<file path="config.mk">
export PLATFORM = sky130hd
export DESIGN_NAME = sfla_ctrl
export DESIGN_NICKNAME = d
export VERILOG_FILES = /design/src/rtl/core/sfla_pkg.sv /design/src/rtl/core/sfla_ctrl.sv
export SDC_FILE = /design/constraint.sdc
export NUM_CORES = 1
export LEC_CHECK = 0
export BUFFER_PORTS_ARGS = -buffer_cell sky130_fd_sc_hd__buf_2
export CAP_MARGIN = 30
export CORE_MARGIN = 8
export CORE_UTILIZATION = 45
export CTS_CLUSTER_SIZE = 10
export DETAILED_ROUTE_END_ITERATION = 16
export SETUP_SLACK_MARGIN = 0.4
export SKIP_CTS_REPAIR_TIMING = 1
export SLEW_MARGIN = 20
export SYNTH_ARGS = -nofsm -noshare
export SYNTH_HDL_FRONTEND = slang
export SYNTH_SLANG_ARGS = --single-unit
</file>
<file path="constraint.sdc">
create_clock -name clk -period 2.9 [get_ports clk]
set_clock_uncertainty 0.15 [all_clocks]
set_input_delay 0.29 -clock clk [delete_from_list [all_inputs] [get_ports clk]]
set_output_delay 0.29 -clock clk [all_outputs]
set_load 0.02 [all_outputs]
</file>
<file path="src/rtl/core/sfla_pkg.sv">
`default_nettype none
package sfla_pkg;

  // word and pointer geometry
  localparam int WORD_W = 17;
  localparam int BIN_W = 4;
  localparam int BIN_COUNT = 12;
  localparam logic [BIN_W-1:0] LAST_BIN = BIN_W'(BIN_COUNT - 1);
  localparam logic [WORD_W-1:0] NIL = {WORD_W{1'b1}};
  localparam int HDR = 24;
  localparam int FTR = 8;
  localparam int OVH = HDR + FTR;
  localparam int ALIGN_M1 = 15;

  // size class limits
  localparam logic [WORD_W-1:0] CLS_SMALL = WORD_W'(128);
  localparam logic [WORD_W-1:0] CLS_256 = WORD_W'(256);
  localparam logic [WORD_W-1:0] CLS_512 = WORD_W'(512);
  localparam logic [WORD_W-1:0] CLS_1K = WORD_W'(1024);
  localparam logic [WORD_W-1:0] CLS_MIN = WORD_W'(16);

  // datapath micro-operations
  typedef enum logic [5:0] {
    OP_NONE,
    OP_LATCH,
    OP_SETUP0, OP_SETUP1, OP_SETUP2, OP_SETUP3,
    OP_NEED, OP_HEAD, OP_NEXTBIN,
    OP_FF_RD, OP_FOUND, OP_FF_NX, OP_FF_ADV,
    OP_RM0, OP_RM1, OP_RM2, OP_RM3, OP_RM4, OP_RM5,
    OP_IN0, OP_IN1, OP_IN2,
    OP_AL_WHOLE, OP_SP0, OP_SP1, OP_SP2, OP_SP3, OP_AL_OK,
    OP_FR_INIT, OP_WK_RD, OP_WK_ADV, OP_WK_HIT,
    OP_RL_RD, OP_RL_TAKE, OP_RL_MRG, OP_RL_FTR, OP_RL_MARK,
    OP_LF_RD, OP_LF_RD2, OP_LF_TAKE, OP_LF_MRG, OP_LF_FTR,
    OP_FR_INS, OP_FR_OK
  } op_t;

  // datapath status back to the controller
  typedef struct packed {
    logic mode;
    logic req_zero;
    logic ready;
    logic free_bad;
    logic cur_nil;
    logic bin_last;
    logic fit;
    logic p_end;
    logic p_hit;
    logic q_free;
    logic split;
    logic right_in;
    logic h_zero;
  } stat_t;

  // size class of a block size
  function automatic logic [BIN_W-1:0] bin_of(input logic [WORD_W-1:0] s);
    logic [BIN_W-1:0] b;
    if (s <= CLS_SMALL) begin
      if (s < CLS_MIN) b = '0;
      else b = BIN_W'(s >> 4) - BIN_W'(1);
    end else if (s <= CLS_256) begin
      b = BIN_W'(8);
    end else if (s <= CLS_512) begin
      b = BIN_W'(9);
    end else if (s <= CLS_1K) begin
      b = BIN_W'(10);
    end else begin
      b = LAST_BIN;
    end
    return b;
  endfunction

endpackage
`default_nettype wire

</file>
<file path="src/rtl/core/sfla_ctrl.sv">
`default_nettype none
module sfla_ctrl
  import sfla_pkg::*;
(
  input  wire logic  clk,
  input  wire logic  rst_n,
  input  wire logic  start,
  input  wire stat_t stat,
  output op_t        op,
  output logic       busy,
  output logic       done
);

  typedef enum logic [5:0] {
    S_IDLE, S_DISP,
    S_SU0, S_SU1, S_SU2, S_SU3,
    S_NEED, S_HEAD, S_FF_CHK, S_FF_SIZE, S_FF_ADV,
    S_RM0, S_RM1, S_RM2, S_RM3, S_RM4, S_RM5,
    S_IN0, S_IN1, S_IN2,
    S_AL_SPLIT, S_SP0, S_SP1, S_SP2, S_SP3, S_AL_OK,
    S_WK0, S_WK1,
    S_RL0, S_RL1, S_RL_MRG, S_RL_FTR,
    S_LF0, S_LF1, S_LF2, S_LF_MRG, S_LF_FTR,
    S_FR_INS, S_FR_OK, S_DONE
  } st_t;

  st_t  state_r, state_nxt, ret_r, ret_nxt;
  logic busy_r, done_r;

  // next state, return point and micro-operation
  always_comb begin
    state_nxt = state_r;
    ret_nxt = ret_r;
    op = OP_NONE;
    unique case (state_r)
      S_IDLE: if (start) begin op = OP_LATCH; state_nxt = S_DISP; end
      S_DISP: begin
        if (!stat.mode) begin
          if (stat.req_zero) state_nxt = S_DONE;
          else if (!stat.ready) state_nxt = S_SU0;
          else state_nxt = S_NEED;
        end else if (stat.free_bad) begin
          state_nxt = S_DONE;
        end else begin
          op = OP_FR_INIT;
          state_nxt = S_WK0;
        end
      end
      S_SU0: begin op = OP_SETUP0; state_nxt = S_SU1; end
      S_SU1: begin op = OP_SETUP1; state_nxt = S_SU2; end
      S_SU2: begin op = OP_SETUP2; state_nxt = S_SU3; end
      S_SU3: begin op = OP_SETUP3; state_nxt = S_NEED; end
      S_NEED: begin op = OP_NEED; state_nxt = S_HEAD; end
      S_HEAD: begin op = OP_HEAD; state_nxt = S_FF_CHK; end
      S_FF_CHK: begin
        if (stat.cur_nil) begin
          if (stat.bin_last) state_nxt = S_DONE;
          else begin op = OP_NEXTBIN; state_nxt = S_HEAD; end
        end else begin
          op = OP_FF_RD;
          state_nxt = S_FF_SIZE;
        end
      end
      S_FF_SIZE: begin
        if (stat.fit) begin
          op = OP_FOUND;
          ret_nxt = S_AL_SPLIT;
          state_nxt = S_RM0;
        end else begin
          op = OP_FF_NX;
          state_nxt = S_FF_ADV;
        end
      end
      S_FF_ADV: begin op = OP_FF_ADV; state_nxt = S_FF_CHK; end
      // unlink a block from its bin
      S_RM0: begin op = OP_RM0; state_nxt = S_RM1; end
      S_RM1: begin op = OP_RM1; state_nxt = S_RM2; end
      S_RM2: begin op = OP_RM2; state_nxt = S_RM3; end
      S_RM3: begin op = OP_RM3; state_nxt = S_RM4; end
      S_RM4: begin op = OP_RM4; state_nxt = S_RM5; end
      S_RM5: begin op = OP_RM5; state_nxt = ret_r; end
      // push a block onto its bin
      S_IN0: begin op = OP_IN0; state_nxt = S_IN1; end
      S_IN1: begin op = OP_IN1; state_nxt = S_IN2; end
      S_IN2: begin op = OP_IN2; state_nxt = ret_r; end
      S_AL_SPLIT: begin
        if (stat.split) state_nxt = S_SP0;
        else begin op = OP_AL_WHOLE; state_nxt = S_AL_OK; end
      end
      S_SP0: begin op = OP_SP0; state_nxt = S_SP1; end
      S_SP1: begin op = OP_SP1; state_nxt = S_SP2; end
      S_SP2: begin op = OP_SP2; state_nxt = S_SP3; end
      S_SP3: begin op = OP_SP3; ret_nxt = S_AL_OK; state_nxt = S_IN0; end
      S_AL_OK: begin op = OP_AL_OK; state_nxt = S_DONE; end
      // walk the block chain to check the freed address
      S_WK0: begin
        if (stat.p_end) state_nxt = S_DONE;
        else begin op = OP_WK_RD; state_nxt = S_WK1; end
      end
      S_WK1: begin
        if (stat.p_hit) begin
          if (stat.q_free) state_nxt = S_DONE;
          else begin op = OP_WK_HIT; state_nxt = S_RL0; end
        end else begin
          op = OP_WK_ADV;
          state_nxt = S_WK0;
        end
      end
      // merge with the right neighbour
      S_RL0: begin
        if (stat.right_in) begin op = OP_RL_RD; state_nxt = S_RL1; end
        else begin op = OP_RL_MARK; state_nxt = S_LF0; end
      end
      S_RL1: begin
        if (stat.q_free) begin
          op = OP_RL_TAKE;
          ret_nxt = S_RL_MRG;
          state_nxt = S_RM0;
        end else begin
          op = OP_RL_MARK;
          state_nxt = S_LF0;
        end
      end
      S_RL_MRG: begin op = OP_RL_MRG; state_nxt = S_RL_FTR; end
      S_RL_FTR: begin op = OP_RL_FTR; state_nxt = S_LF0; end
      // merge with the left neighbour
      S_LF0: begin
        if (stat.h_zero) state_nxt = S_FR_INS;
        else begin op = OP_LF_RD; state_nxt = S_LF1; end
      end
      S_LF1: begin op = OP_LF_RD2; state_nxt = S_LF2; end
      S_LF2: begin
        if (stat.q_free) begin
          op = OP_LF_TAKE;
          ret_nxt = S_LF_MRG;
          state_nxt = S_RM0;
        end else begin
          state_nxt = S_FR_INS;
        end
      end
      S_LF_MRG: begin op = OP_LF_MRG; state_nxt = S_LF_FTR; end
      S_LF_FTR: begin op = OP_LF_FTR; state_nxt = S_FR_INS; end
      S_FR_INS: begin op = OP_FR_INS; ret_nxt = S_FR_OK; state_nxt = S_IN0; end
      S_FR_OK: begin op = OP_FR_OK; state_nxt = S_DONE; end
      S_DONE: state_nxt = S_IDLE;
      default: state_nxt = S_IDLE;
    endcase
  end

  // state and registered outputs
  always_ff @(posedge clk) begin
    if (!rst_n) begin
      state_r <= S_IDLE;
      ret_r <= S_IDLE;
      busy_r <= 1'b0;
      done_r <= 1'b0;
    end else begin
      state_r <= state_nxt;
      ret_r <= ret_nxt;
      busy_r <= (state_nxt != S_IDLE);
      done_r <= (state_nxt == S_DONE);
    end
  end

  assign busy = busy_r;
  assign done = done_r;

`ifndef SYNTHESIS
  a_done_in_done: assert property (@(posedge clk) disable iff (!rst_n)
    done_r |-> (state_r == S_DONE))
    else $error("result strobe outside the done state");
  a_busy_state: assert property (@(posedge clk) disable iff (!rst_n)
    busy_r == (state_r != S_IDLE))
    else $error("busy out of step with the controller state");
  a_done_to_idle: assert property (@(posedge clk) disable iff (!rst_n)
    done_r |=> (state_r == S_IDLE))
    else $error("controller did not return to idle after a result");
`endif

endmodule
`default_nettype wire

</file>
After elaboration in Yosys (flattened, before gate mapping)
Cells that the tools add are included.
{ "word_totals": {"ff_bits": 14, "inputBits": 16, "output_inout_bits": 8, "elab_cells": 90} }
{ "classes": {"reduce_logical": 8, "mux": 36, "n_eq_ne": 42} }
{ "ops": {"columns": ["cell", "count"], "rows": [
  ["one-hot mux 6 bit (39 select lines)", 1],
  ["one-hot mux 6 bit (35 select lines)", 1],
  ["two-way mux 6 bit", 19],
  ["== test 6 x 5 -> 1 bit (second input constant)", 16],
  ["== test 6 x 4 -> 1 bit (second input constant)", 8],
  ["== test 6 bit (second input constant)", 8],
  ["one-hot mux 6 bit (5 select lines)", 1],
  ["two-way mux 5 bit", 5],
  ["== test 6 x 3 -> 1 bit (second input constant)", 4],
  ["== test 6 x 2 -> 1 bit (second input constant)", 2],
  ["two-way mux 3 bit", 4],
  ["two-way mux 4 bit", 2],
  ["OR reduction 2 bit", 4],
  ["== test 6 x 1 -> 1 bit (second input constant)", 1],
  ["zero test 6 bit", 1],
  ["inequality test 2 bit (second input constant)", 3],
  ["nonzero test 6 bit", 1],
  ["nonzero test 5 bit", 1],
  ["AND reduction 4 bit", 1],
  ["two-way mux 1 bit", 3]
]} }

Logic depth before layout (Yosys ltp)
{ "logic_depth": {"ltp_word": 5, "depth_mapped": 9, "depth_no_buf": 6} }

Least setup slack after synthesis
Ideal clock, no wire load.
{ "synth_timing": {"kind": "register to output", "from": "register state_r[3]", "to": "output op[4]", "required_ns": 2.460, "path_stages_with_launch": 8, "slack_ns": 0.705, "arrival_time_ns": 1.755, "n_path_buf": 2, "path_cell_list": "dfxtp_1 -> buf_4 -> buf_4 -> and3b_1 -> o211ai_2 -> o31ai_1 -> or2_1 -> or3b_1"} }
{ "synth_via": {"elab_chain_len": 2} }
{ "synth_rtl": {"columns": ["item", "line", "text"], "rows": [
  ["from (decl)", "sfla_ctrl.sv:27", "st_t state_r, state_nxt, ret_r, ret_nxt;"],
  ["from (signal assigned)", "sfla_ctrl.sv:158", "state_r <= state_nxt;"],
  ["== test 6 bit, or another cell as far along", "sfla_ctrl.sv:35", "unique case (state_r)"],
  ["one-hot mux 6 bit (39 select lines) (*)", "sfla_ctrl.sv:35", null],
  ["to (decl)", "sfla_ctrl.sv:9", "output op_t op,"]
]} }
Every way passes the cells marked *; elsewhere a longest branch is shown, timed or not.

Final worst setup path
{ "layout_timing": {"from": "register state_r[1]", "to": "output op[4]"} }
Same word-level chain as after synthesis.

==> reports/metrics.cfg <==
[drt]
first_iter_violations = 458
dr.pass1.iters = 5
drc = 0
viasPerCell = 7.04
vias = 2498
routed_wl_mm = 7.57
ant_nets = 0
wl_per_cell_um = 21.3

[place]
dpl.hpwl_mm = 5.57
gp_congestion = 0.994
dp.cells = 343
placed_area_um2 = 2100
portBuffers = 23

[cts]
clkLatencyLatePin_ps = 240
max-clock-path-buffers = 2
htreeDepth = 1
cts_tree = done
cts_buffers = 3
root_buffer = clkbuf_8
cts_sinks = 14
clk_pin_slew_worst_paths_ps = 50

[timing]
hold_violations = 0
setup_viol = 0
maxSlewHeadroom = 0.578
fmax_ghz = 0.398
tns_ps = 0
period_minus_slack_ps = 2510
period_share = 0.866
slew_viol_final = 0
worstMarginPinSlew_ps = 628
rsz0062_at_grt = true

[floorplan]
die_area_um2 = 6640
initial_core_util = 0.456
core.rowCount = 24
io-pin-count = 24
die_h_um = 81.5
chipWidth_um = 81.5
core_area_um2 = 4230

[setup_path]
rrSetupSlack_ps = 550
path_class = reg -> out
startpoint_type = register
path_buf_inv = 1
cp.arrival_ps = 2070
cp_max_fo = 9
critical-path-max-stage-delay_ps = 540
worstReg2RegStart = state_r[3]
cp-end-kind = output pin
worstRegToRegCells = 7
required_ps = 2460
crit_family = XOR/XNOR gates
slowest_stage = xnor2_1
cp_cell_sequence = xnor2_1, o32a_1, a21oi_1, or3b_1, buf_4
r2r_end = done

[global_routing]
grt.total_usage = 0.221
grt_pass1_vias = 2245
grt_max_degree = 22
grt_antenna_before_repair = 0
overflow = 0
grt_pass1_wl_mm = 11.6

[final_layout]
fin_util = 0.549
final_layout_size_suffix_gt1_frac = 0.271
final_common_cell = buf_4
nets = 321
fin_area_um2 = 2320
final_cells = 355
syn2layout_area_growth_pct = 20.5
most-common-layout-cells = buf_4, nand2_1, buf_2, nor2_1, a21oi_1
fillers = 391
diodes = 0

[yosys]
synthXorXnorAreaFrac = 0.00908
synthFlopType = dfxtp_1
synthArstFlopShare = 0
syn_area_um2 = 1930
syn_nets = 288
yosys.cell_types.count = 73
synth-seq-cells = 14
yosys_warnings = 0
syn-instance-count = 272
synth-simple-area-share = 0.405
synth_adder_area_share = 0
synth_top_family_by_area = simple AND/OR/NAND/NOR gates
synth-seq-area-share = 0.145
synth_compound_area_frac = 0.322
synth_edf_count = 0
syn_area_per_cell_um2 = 7.09
synth_mux_area_frac = 0.0259

[worst_hold_path]
worstHoldPathCells = 2
hold_start = rst_n
hold_path.class = in -> reg
worst_hold_path.endpoint = ret_r[0]

[job]
maxCapViolations = 0

[power_and_ir_drop]
totalPowerFinal_mw = 1.76
p_leak_nw = 0.903
vdd_drop_max_uv = 549
powerDensity_nw_per_um2 = 759

[outcome]
run_status = completed

## cell families (layout without fill, tap and decap cells)
logic type | count (synthesis) | in the layout
multiplexers | 5 | 5
flip-flops | 14 | 14
XOR/XNOR | 2 | 2
AND/OR/NAND/NOR | 135 | 135
AO/OA/AOI/OAI | 85 | 85
buffers and inverters | 31 | 62
## registers in the layout, summed over array words and instances (netlist names)
name     flops
ret_r        6
busy         1
done         1
state_r      6
## where the power goes
part           internal, mW  switching [mW]
clock network        0.0916          0.0616
registers             0.238          0.0738
logic                 0.498           0.802
## how the worst max path moves through the flow
| stage | cells past startpoint | from | to | slack [ps] |
|---|---|---|---|---|
| 2_1_floorplan | 7 | state_r[3] | op[4] | 700 |
| 3_3_place_gp | 6 | state_r[4] | op[2] | 310 |
| 3_5_place_dp | 7 | state_r[2] | busy | 400 |
| 4_1_cts | 6 | state_r[4] | op[2] | 140 |
| 5_1_grt | 5 | state_r[1] | op[4] | 340 |
| 6_report | 5 | state_r[1] | op[4] | 390 |
## layer usage
layer  wire length, um  vias up  global-route usage
met1              3020     1140               0.297
met3               835       44              0.0503
met5                 0        -                   0
met4               325        0               0.118
met2              3390      207               0.319
li1                  -     1107                   -
## synthesized netlist by cell type (all sizes together) (2+ instances only)
library cell | count | area [um^2]
a31oi | 3 | 18.8
and3 | 3 | 18.8
or3 | 2 | 12.5
nor3 | 12 | 60.1
o211ai | 4 | 40.0
nand2b | 9 | 56.3
o21ai | 17 | 85.1
a211oi | 3 | 22.5
nor4b | 4 | 41.3
a21o | 2 | 15.0
nor4 | 3 | 31.3
o2111ai | 2 | 17.5
nor2b | 12 | 77.6
and3b | 3 | 26.3
clkbuf | 3 | 12.5
nand2 | 24 | 90.1
a21boi | 2 | 15.0
nand4b | 2 | 17.5
buf | 20 | 138
nor3b | 6 | 50.1
o221ai | 4 | 47.6
a32oi | 4 | 35.0
a2111o | 2 | 22.5
dfxtp | 14 | 280
nor2 | 21 | 81.3
nand3b | 2 | 18.8
or2 | 3 | 18.8
mux2i | 5 | 50.1
and2 | 5 | 31.3
xnor2 | 2 | 17.5
o31ai | 4 | 30.0
o32a | 2 | 20.0
a22oi | 3 | 22.5
inv | 7 | 26.3
a21oi | 17 | 85.1
nand4 | 8 | 50.1
nand3 | 11 | 55.1
## per-stage QoR
| stage | setup WS (ps) | hold slack, ps |
|---|---|---|
| after floorplan | 705 | 257 |
| after global placement | 312 | 301 |
| after detailed placement | 400 | 308 |
| after CTS | 138 | 178 |
| after global routing | 340 | 188 |
| final | 387 | 175 |
## area by class of cell
cell class / count / area [um^2] / area share
Tap cell: 52 / 65.1 / 0.0280
Inverter: 8 / 30.0 / 0.0129
Sequential cell: 14 / 295 / 0.127
Clock buffer: 3 / 41.3 / 0.0178
Timing Repair Buffer: 51 / 352 / 0.151
Multi-Input combinational cell: 227 / 1540 / 0.663
## worst register-to-register path: cells and delay by family, from the launching register on
family,cells,cell delay (ps)
and+or+nand+nor,3,920
AOI/OAI and AO/OA,3,660
DFF,1,370
buffers and inverters,1,150
No activity file was read; power rests on OpenSTA's default activity.
